==> src/sc1a_pkg.sv <==
// shared types, codes and the key table for the set 1 scan code decoder
// no dependencies
`default_nettype none

package sc1a_pkg;

  localparam logic [7:0] PREFIX_CODE = 8'hE0;
  localparam logic [6:0] KEY_LCTRL   = 7'h1D;
  localparam logic [6:0] KEY_LSHIFT  = 7'h2A;
  localparam logic [6:0] KEY_RSHIFT  = 7'h36;
  localparam logic [6:0] KEY_LALT    = 7'h38;
  localparam logic [6:0] KEY_LIMIT   = 7'h3B;

  typedef logic [7:0] code_t;
  typedef logic [6:0] char_t;

  typedef struct packed {
    logic ext;
    logic shift;
    logic ctrl;
    logic alt;
  } kbd_state_t;

  typedef struct packed {
    logic  emit;
    char_t ch;
  } dec_result_t;

  // {unshifted, shifted}
  function automatic logic [13:0] key_entry(input logic [5:0] idx);
    logic [13:0] e;
    case (idx)
      6'h01: e = {7'h1B, 7'h1B};
      6'h02: e = {7'h31, 7'h21};
      6'h03: e = {7'h32, 7'h40};
      6'h04: e = {7'h33, 7'h23};
      6'h05: e = {7'h34, 7'h24};
      6'h06: e = {7'h35, 7'h25};
      6'h07: e = {7'h36, 7'h5E};
      6'h08: e = {7'h37, 7'h26};
      6'h09: e = {7'h38, 7'h2A};
      6'h0A: e = {7'h39, 7'h28};
      6'h0B: e = {7'h30, 7'h29};
      6'h0C: e = {7'h2D, 7'h5F};
      6'h0D: e = {7'h3D, 7'h2B};
      6'h0E: e = {7'h08, 7'h08};
      6'h0F: e = {7'h09, 7'h09};
      6'h10: e = {7'h71, 7'h51};
      6'h11: e = {7'h77, 7'h57};
      6'h12: e = {7'h65, 7'h45};
      6'h13: e = {7'h72, 7'h52};
      6'h14: e = {7'h74, 7'h54};
      6'h15: e = {7'h79, 7'h59};
      6'h16: e = {7'h75, 7'h55};
      6'h17: e = {7'h69, 7'h49};
      6'h18: e = {7'h6F, 7'h4F};
      6'h19: e = {7'h70, 7'h50};
      6'h1A: e = {7'h5B, 7'h7B};
      6'h1B: e = {7'h5D, 7'h7D};
      6'h1C: e = {7'h0A, 7'h0A};
      6'h1E: e = {7'h61, 7'h41};
      6'h1F: e = {7'h73, 7'h53};
      6'h20: e = {7'h64, 7'h44};
      6'h21: e = {7'h66, 7'h46};
      6'h22: e = {7'h67, 7'h47};
      6'h23: e = {7'h68, 7'h48};
      6'h24: e = {7'h6A, 7'h4A};
      6'h25: e = {7'h6B, 7'h4B};
      6'h26: e = {7'h6C, 7'h4C};
      6'h27: e = {7'h3B, 7'h3A};
      6'h28: e = {7'h27, 7'h22};
      6'h29: e = {7'h60, 7'h7E};
      6'h2B: e = {7'h5C, 7'h7C};
      6'h2C: e = {7'h7A, 7'h5A};
      6'h2D: e = {7'h78, 7'h58};
      6'h2E: e = {7'h63, 7'h43};
      6'h2F: e = {7'h76, 7'h56};
      6'h30: e = {7'h62, 7'h42};
      6'h31: e = {7'h6E, 7'h4E};
      6'h32: e = {7'h6D, 7'h4D};
      6'h33: e = {7'h2C, 7'h3C};
      6'h34: e = {7'h2E, 7'h3E};
      6'h35: e = {7'h2F, 7'h3F};
      6'h37: e = {7'h2A, 7'h2A};
      6'h39: e = {7'h20, 7'h20};
      default: e = 14'h0;
    endcase
    return e;
  endfunction

endpackage

`default_nettype wire

==> src/sc1a_in_if.sv <==
// input channel: one scan code byte per item
// no dependencies
`default_nettype none

interface sc1a_in_if;
  logic       valid;
  logic       ready;
  logic [7:0] scan_code;

  modport source (output valid, output scan_code, input ready);
  modport sink   (input valid, input scan_code, output ready);
endinterface

`default_nettype wire

==> src/sc1a_out_if.sv <==
// result channel: decoded character and modifier flags
// no dependencies
`default_nettype none

interface sc1a_out_if;
  logic       valid;
  logic       ready;
  logic [6:0] ascii_char;
  logic       shift_flag;
  logic       ctrl_flag;
  logic       alt_flag;

  modport source (output valid, output ascii_char, output shift_flag,
                  output ctrl_flag, output alt_flag, input ready);
  modport sink   (input valid, input ascii_char, input shift_flag,
                  input ctrl_flag, input alt_flag, output ready);
endinterface

`default_nettype wire

==> src/sc1a_decode.sv <==
// combinational decode of one scan code against the current keyboard state
// depends on sc1a_pkg
`default_nettype none

module sc1a_decode (
  input  wire  sc1a_pkg::code_t      code,
  input  wire  sc1a_pkg::kbd_state_t cur,
  output sc1a_pkg::kbd_state_t       nxt,
  output sc1a_pkg::dec_result_t      res
);
  import sc1a_pkg::*;

  logic [6:0]  key;
  logic [13:0] entry;
  char_t       ch;
  logic        is_ctrl;
  logic        is_alt;
  logic        is_shift;
  logic        in_table;

  assign key      = code[6:0];
  assign entry    = key_entry(key[5:0]);
  assign ch       = cur.shift ? entry[6:0] : entry[13:7];
  assign is_ctrl  = (key == KEY_LCTRL);
  assign is_alt   = (key == KEY_LALT);
  assign is_shift = (key == KEY_LSHIFT) || (key == KEY_RSHIFT);
  assign in_table = cur.ext ? (is_ctrl || is_alt)
                            : ((key != 7'h00) && (key < KEY_LIMIT));

  always_comb begin
    nxt      = cur;
    nxt.ext  = 1'b0;
    res.emit = 1'b0;
    res.ch   = ch;
    if (code == PREFIX_CODE) begin
      nxt.ext = 1'b1;
    end else if (code[7]) begin
      if (is_ctrl) nxt.ctrl = 1'b0;
      if (is_alt) nxt.alt = 1'b0;
      if (!cur.ext && is_shift) nxt.shift = 1'b0;
    end else if (in_table) begin
      if (ch != 7'h00) begin
        res.emit = 1'b1;
      end else if (is_ctrl) begin
        nxt.ctrl = 1'b1;
      end else if (is_shift) begin
        nxt.shift = 1'b1;
      end else if (is_alt) begin
        nxt.alt = 1'b1;
      end
    end
  end

endmodule

`default_nettype wire

==> src/scancode_set1_to_ascii.sv <==
// top level: input register, decode stage and result register
// depends on sc1a_pkg, sc1a_in_if, sc1a_out_if and sc1a_decode
`default_nettype none

// Scan code set 1 to ASCII decoder. Each item is one raw keyboard byte; an
// 0xE0 prefix byte qualifies the byte after it. A byte is registered on
// acceptance, decoded from the input register against the prefix and
// Shift/Ctrl/Alt state, and a character, if any, lands in the result register
// with the modifier flags as they stood. One byte is accepted every cycle
// unless a character stalls before a full, untaken result register; a result
// passes the input and result registers. Bytes that give no result leave the
// pipeline even while a result waits to be taken. Caps Lock is not tracked.
module scancode_set1_to_ascii (
  input wire clk,
  input wire rst_n,
  sc1a_in_if.sink    in_ch,
  sc1a_out_if.source out_ch
);
  import sc1a_pkg::*;

  logic        s1_valid_r;
  code_t       s1_code_r;
  kbd_state_t  state_r;
  kbd_state_t  state_nxt;
  dec_result_t dec_res;
  logic        out_valid_r;
  char_t       out_char_r;
  logic        out_shift_r;
  logic        out_ctrl_r;
  logic        out_alt_r;
  logic        s1_move;

  sc1a_decode u_decode (
    .code (s1_code_r),
    .cur  (state_r),
    .nxt  (state_nxt),
    .res  (dec_res)
  );

  assign s1_move     = s1_valid_r && (!dec_res.emit || !out_valid_r || out_ch.ready);
  assign in_ch.ready = !s1_valid_r || s1_move;

  always_ff @(posedge clk) begin
    if (!rst_n) begin
      s1_valid_r  <= 1'b0;
      state_r     <= '0;
      out_valid_r <= 1'b0;
    end else begin
      if (in_ch.ready) s1_valid_r <= in_ch.valid;
      if (s1_move) state_r <= state_nxt;
      if (s1_move && dec_res.emit) begin
        out_valid_r <= 1'b1;
      end else if (out_ch.ready) begin
        out_valid_r <= 1'b0;
      end
    end
  end

  always_ff @(posedge clk) begin
    if (in_ch.ready && in_ch.valid) s1_code_r <= in_ch.scan_code;
    if (s1_move && dec_res.emit) begin
      out_char_r  <= dec_res.ch;
      out_shift_r <= state_r.shift;
      out_ctrl_r  <= state_r.ctrl;
      out_alt_r   <= state_r.alt;
    end
  end

  assign out_ch.valid      = out_valid_r;
  assign out_ch.ascii_char = out_char_r;
  assign out_ch.shift_flag = out_shift_r;
  assign out_ch.ctrl_flag  = out_ctrl_r;
  assign out_ch.alt_flag   = out_alt_r;

`ifndef SYNTH
  a_char_nonzero: assert property (@(posedge clk) disable iff (!rst_n)
    out_valid_r |-> (out_char_r != 7'h00))
    else $error("result item with zero character");

  a_prefix_arms: assert property (@(posedge clk) disable iff (!rst_n)
    (s1_move && (s1_code_r == PREFIX_CODE)) |=> state_r.ext)
    else $error("prefix byte did not arm extended flag");

  a_emit_loads: assert property (@(posedge clk) disable iff (!rst_n)
    (s1_move && dec_res.emit) |=> out_valid_r)
    else $error("decoded character lost");

  a_empty_ready: assert property (@(posedge clk) disable iff (!rst_n)
    !s1_valid_r |-> in_ch.ready)
    else $error("input stalled with empty stage");
`endif

endmodule

`default_nettype wire

==> src/flat_wrapper.sv <==
// flat-port wrapper written by rule: the top's interface ports become plain ports
module scancode_set1_to_ascii_flat import sc1a_pkg::*;
  (clk, rst_n, in_ch_valid, in_ch_scan_code, in_ch_ready, out_ch_valid, out_ch_ascii_char, out_ch_shift_flag, out_ch_ctrl_flag, out_ch_alt_flag, out_ch_ready);
  sc1a_in_if in_ch_i ();
  sc1a_out_if out_ch_i ();
  input wire clk;
  input wire rst_n;
  input wire logic [$bits(in_ch_i.valid)-1:0] in_ch_valid;
  input wire logic [$bits(in_ch_i.scan_code)-1:0] in_ch_scan_code;
  output wire logic [$bits(in_ch_i.ready)-1:0] in_ch_ready;
  output wire logic [$bits(out_ch_i.valid)-1:0] out_ch_valid;
  output wire logic [$bits(out_ch_i.ascii_char)-1:0] out_ch_ascii_char;
  output wire logic [$bits(out_ch_i.shift_flag)-1:0] out_ch_shift_flag;
  output wire logic [$bits(out_ch_i.ctrl_flag)-1:0] out_ch_ctrl_flag;
  output wire logic [$bits(out_ch_i.alt_flag)-1:0] out_ch_alt_flag;
  input wire logic [$bits(out_ch_i.ready)-1:0] out_ch_ready;
  assign in_ch_i.valid = in_ch_valid;
  assign in_ch_i.scan_code = in_ch_scan_code;
  assign in_ch_ready = in_ch_i.ready;
  assign out_ch_valid = out_ch_i.valid;
  assign out_ch_ascii_char = out_ch_i.ascii_char;
  assign out_ch_shift_flag = out_ch_i.shift_flag;
  assign out_ch_ctrl_flag = out_ch_i.ctrl_flag;
  assign out_ch_alt_flag = out_ch_i.alt_flag;
  assign out_ch_i.ready = out_ch_ready;
  scancode_set1_to_ascii u_core (.clk(clk), .rst_n(rst_n), .in_ch(in_ch_i), .out_ch(out_ch_i));
endmodule
==> config.mk <==
export PLATFORM = sky130hd
export DESIGN_NAME = scancode_set1_to_ascii_flat
export DESIGN_NICKNAME = d
export VERILOG_FILES = /design/src/sc1a_pkg.sv /design/src/sc1a_in_if.sv /design/src/sc1a_out_if.sv /design/src/sc1a_decode.sv /design/src/scancode_set1_to_ascii.sv /design/src/flat_wrapper.sv
export SDC_FILE = /design/constraint.sdc
export NUM_CORES = 1
export LEC_CHECK = 0
export ABC_AREA = 1
export BUFFER_PORTS_ARGS = -buffer_cell sky130_fd_sc_hd__buf_2
export CAP_MARGIN = 0
export CORE_MARGIN = 10
export CORE_UTILIZATION = 40
export CTS_BUF_LIST = sky130_fd_sc_hd__clkbuf_4
export CTS_CLUSTER_SIZE = 8
export DETAILED_ROUTE_END_ITERATION = 7
export GPL_ROUTABILITY_DRIVEN = 0
export MAX_ROUTING_LAYER = met4
export SYNTH_ARGS = -nofsm -noshare
export SYNTH_HDL_FRONTEND = slang
export SYNTH_HIERARCHICAL = 1
export SYNTH_SLANG_ARGS = --single-unit
==> constraint.sdc <==
create_clock -name clk -period 3.1 [get_ports clk]
set_input_delay 0.155 -clock clk [delete_from_list [all_inputs] [get_ports clk]]
set_output_delay 0.155 -clock clk [all_outputs]
set_load 0.03 [all_outputs]
# Yosys cells after proc, flatten, opt, wreduce, memory -nomap -nowiden
# Memory sizes are Yosys's and may differ from the RTL's. A register that Yosys moved wholly into a read port is not among the register bits.
# Index checks and enable logic that the tools add are counted.
# word_totals
inputBits,12
out_inout_bits,12
rom_bits,896
ff_bits,24
n_memories,1
# memory_table
memory,depth,width,rd,rd_ports_with_merged_regs,write_ports,line,source
(name not given),64,14,1,1,0,sc1a_pkg.sv:32,case (idx)
# classes
n_eq_ne,13
reduce_logical,22
muxes,22
n_lt_le_gt_ge,1
bitwise,1
# ops
op,n
"== test 7 x 6 -> 1 bit, second input constant",3
2-to-1 mux 1 bit,17
nonzero test 7 bit,2
2-to-1 mux 3 bit,3
"== test 8 bit, second input constant",1
AND reduction 8 bit,1
"== test 7 x 5 -> 1 bit, second input constant",1
"< comparator 7 x 6 -> 1 bit, second input constant",1
2-to-1 mux 7 bit,1
AND reduction 7 bit,1
2-to-1 mux 6 bit,1
"inequality test 2 x 1 -> 1 bit, second input constant",3
"inequality test 2 bit, second input constant",3
"inequality test 3 x 2 -> 1 bit, second input constant",2
AND reduction 6 bit,1
nonzero test 2 bit,3
logical AND 1 bit,5
logical OR 1 bit,5
logical NOT 1 bit,4
inverter 1 bit,1

# Depth between registers and ports, before layout
# logic_depth
word_depth,13
depth_mapped,18

# Cells and area by module
# Netlist, hierarchy kept.
# by_module_without_submodules
mod,instances,seq_area_each_um2,area_per_inst_um2,cells_per_inst
sc1a_decode,1,0.0,1423.9,274
scancode_set1_to_ascii,1,660.6,825.8,58

# Worst setup path after synthesis
# No wires, ideal clock.
# synth_timing
path_kind,reg-to-reg
start,register u_core.s1_code_r[1]
end,"register u_core.s1_code_r[0], enable pin"
stages_incl_launch_ff,16
arrival_time_ns,2.750
setup_slack_ns,0.077
n_path_buf,0
period_less_slack_ns,3.023
required_time_ns,2.827
path_cell_list,edfxtp_1 > inv_1 > ha_1 > inv_1 > nand2_1 > nand2_1 > nand2_1 > nand2_1 > a21oi_1 > nand3_1 > nand2_2 > nor2_4 > a21oi_1 > nand4_1 > nand2_1 > inv_1
# synth_rtl
item,line,source
from (decl),scancode_set1_to_ascii.sv:22,code_t s1_code_r;
from (signal assigned),scancode_set1_to_ascii.sv:60,if (in_ch.ready && in_ch.valid) s1_code_r <= in_ch.scan_code;

==> metrics.cfg <==
[synthesis]
synth.ff_latch_count = 24
seq_area_frac_synth_pct = 29.37
netlist.top_cell.by_area = edfxtp_1
yosysTopAreaCellShare_pct = 24.03
syn_area_mm2 = 0.002250
synth_cells = 332
syn_nets = 358
synthTopCellsByArea = edfxtp_1, nand2_1, nand3_1
yosysWarnings = 6
yosysUniqueCellTypes = 35
avgSynthCellArea_um2 = 6.776

[clocking]
clock_latency_ns = 0.30
cts_buffer_depth = 2
clk_pin_slew_ns = 0.11
clock-sinks = 24
cts_buffers = 3
root_buffer = clkbuf_4
cts_setup_buffers = 0
cts_tree = yes
htree_levels = 1

[sta]
fmax_ghz = 0.3563
holdWs_ns = 0.02467
min_period_ns = 2.807
slew_violations = 0
finalClockSkew_ns = 0.005133
slew-limit-headroom_pct = 71.63
rsz0062_at_grt = no
fin_crit_sh_pct = 90.54
tns_ns = 0
setup_violations = 0
finalHoldViolCount = 0
setup_ws_ns = 0.2934
worstMarginPinSlew_ns = 0.4255

[power_and_ir_drop]
p_leak_nw = 1.234
p_total_mw = 0.7583
ir_drop_mv = 0.2597
powerDensity_mw_per_mm2 = 297.4

[worst_setup_path]
rr_worst_depth = 14
path_delay_family = simple AND/OR/NAND/NOR gates
cp.required_ns = 2.94
r2r-end = u_core/out_ch.ascii_char[1]$_DFFE_PP_
crit_end = in_ch_ready
path_cells = inv_1 -> ha_1 -> o21ai_1 -> nand2_1 -> nand2_1 -> nand2_1 -> nand2_1 -> nor2_2 -> nand3_2 -> nor2_4 -> a21oi_4 -> nand4_1 -> buf_2
cp_num_cells = 13
cp.buffers_inverters = 2
r2r_setup_slack_ns = 0.38
crit_type = reg -> out
end_kind = primary output
worst_ep_arrival_time_ns = 2.65
critPathMaxFanout = 7
setup.worst_path.start = u_core/s1_code_r[0]$_DFFE_PP_
cp_slowest_cell = edfxtp_1
cpPeakStageDelay_ns = 0.45
setup.worst_path.start_class = register
crit_path_frequent_cell = nand2_1
rr_startpoint = u_core/s1_code_r[0]$_DFFE_PP_

[route]
via_per_inst = 5.372
drt_iter0_markers = 350
postRouteAntennaNets = 0
routed-via-count = 2342
wirelength_mm = 6.187
wl_per_cell_um = 14.19
drc = 0
dr.pass1.iters = 6

[floorplanning]
coreArea_mm2 = 0.005473
initial_utilization_pct = 41.11
top_level_ports = 24
die_w_um = 95.00
rows = 27
die-area_mm2 = 0.009024
fp.dieH_um = 95.00

[outcome]
status = complete, no violations

[final_layout]
fin_cells = 436
final_common_cell = nand2_1
drive_above_1_share_pct = 17.86
n_antenna_cell = 0
multi_input_area_mm2 = 0.001364
syn2layout_area_growth_pct = 13.35
final_nets = 391
n_fill_cell = 571
layout_common_cells = nand2_1, nand3_1, inv_1
register_area_um2 = 660.6

[hold_path]
hp-class = in -> reg

[grt]
first_global_vias = 2103
grt_usage_pct = 14.50
grt_pass1_wl_mm = 10.24
antenna_found_initial = 0
overflow = 0
grt_max_degree = 38

[job]
maxCapViolations = 0

[placement]
port-buffer-count = 23
hpwl_mm = 4.837
place_inst = 426
dp_slack_ns = 0.2474

-- Yosys cell counts --
master       n
a21oi_2      1
a31oi_1      1
o21a_1       1
or2_0        1
buf_4        3
nand2_1    104
nor2_2       3
dfxtp_1      6
nor2_1      24
nand3_2      3
o21ai_2      1
a21boi_1     1
nor2_8       1
o21ai_0      6
inv_2        4
o2bb2ai_1    1
o31ai_1      1
nor3_1       1
a31o_2       1
nand3_1     53
a21oi_1     15
nor3b_1      1
nand3b_1     1
buf_6        5
edfxtp_1    18
buf_2        3
nor2_4       2
nor3_2       1
nand4_1      6
ha_1        14
nand3_4      1
nand2_2      7
o21ai_1      5
a21boi_0     1
inv_1       35
-- cell families (layout without fill, tap and decap cells) --
family	after synthesis	count (layout)	share of synthesized area, %
flip-flops	24	24	29.37
AO/OA/AOI/OAI	35	35	8.955
adder cells (fa/ha/maj)	14	14	7.787
AND/OR/NAND/NOR	209	209	43.22
buffers and inverters	50	82	10.68
-- worst min-delay path by stage --
stage | from | end | slack (ns) | cells after the start
detailed placement | in_ch_scan_code[4] | u_core/s1_code_r[4]$_DFFE_PP_ | 0.33 | 1
finish | in_ch_scan_code[7] | u_core/s1_code_r[7]$_DFFE_PP_ | 0.02 | 1
global route | in_ch_scan_code[1] | u_core/s1_code_r[1]$_DFFE_PP_ | -0.0006 | 1
floorplan | rst_n | u_core/out_ch.valid$_SDFFE_PN0P_ | 0.25 | 2
global placement | in_ch_scan_code[7] | u_core/s1_code_r[7]$_DFFE_PP_ | 0.33 | 1
CTS | in_ch_scan_code[4] | u_core/s1_code_r[4]$_DFFE_PP_ | 0.001 | 1
-- registers in the layout (all words and copies together), names as in the netlist --
signal,count
u_core/out_ch.alt_flag,1
u_core/out_ch.ascii_char,7
u_core/out_ch.ctrl_flag,1
u_core/out_ch.shift_flag,1
u_core/out_ch.valid,1
u_core/s1_code_r,8
u_core/s1_valid_r,1
u_core/state_r,4
-- per-stage QoR --
stage / instance area, µm² / utilization (%)
floorplan: 2250 / -
global placement: 2449 / 44.74
detailed placement: 2449 / 44.74
CTS: 2475 / 45.22
global route: 2550 / 46.59
finish: 2550 / 46.59
-- per-layer routing --
metal	vias up	track usage [%]	part of all wire [%]
met5	-	-	0
met1	1025	17.88	43
met3	26	3.410	9.1
met2	140	22.25	44
met4	0	5.860	3.6
li1	1151	-	-
-- repair_timing --
action                     CTS  global route
hold buffers                 0             6
hold endpoints to repair     0             6
setup endpoints to repair    0            19
gates resized for setup      0             5
-- final cells by class --
type | count | share of cell area (%)
multi-input combinational | 258 | 53.48
sequential | 24 | 25.91
timing repair buffer | 39 | 10.30
inverter | 39 | 5.741
tap | 72 | 3.533
clock buffer | 3 | 0.8832
clock inverter | 1 | 0.1472
-- report_power, final --
group	leakage [nW]	switching [mW]	total (mW)	internal [mW]
clock	0.0154	0.0827	0.130	0.0469
combinational	1.00	0.165	0.252	0.0874
sequential	0.218	0.0140	0.377	0.363
total	1.23	0.261	0.758	0.497
No activity file was read; power rests on OpenSTA's default activity.
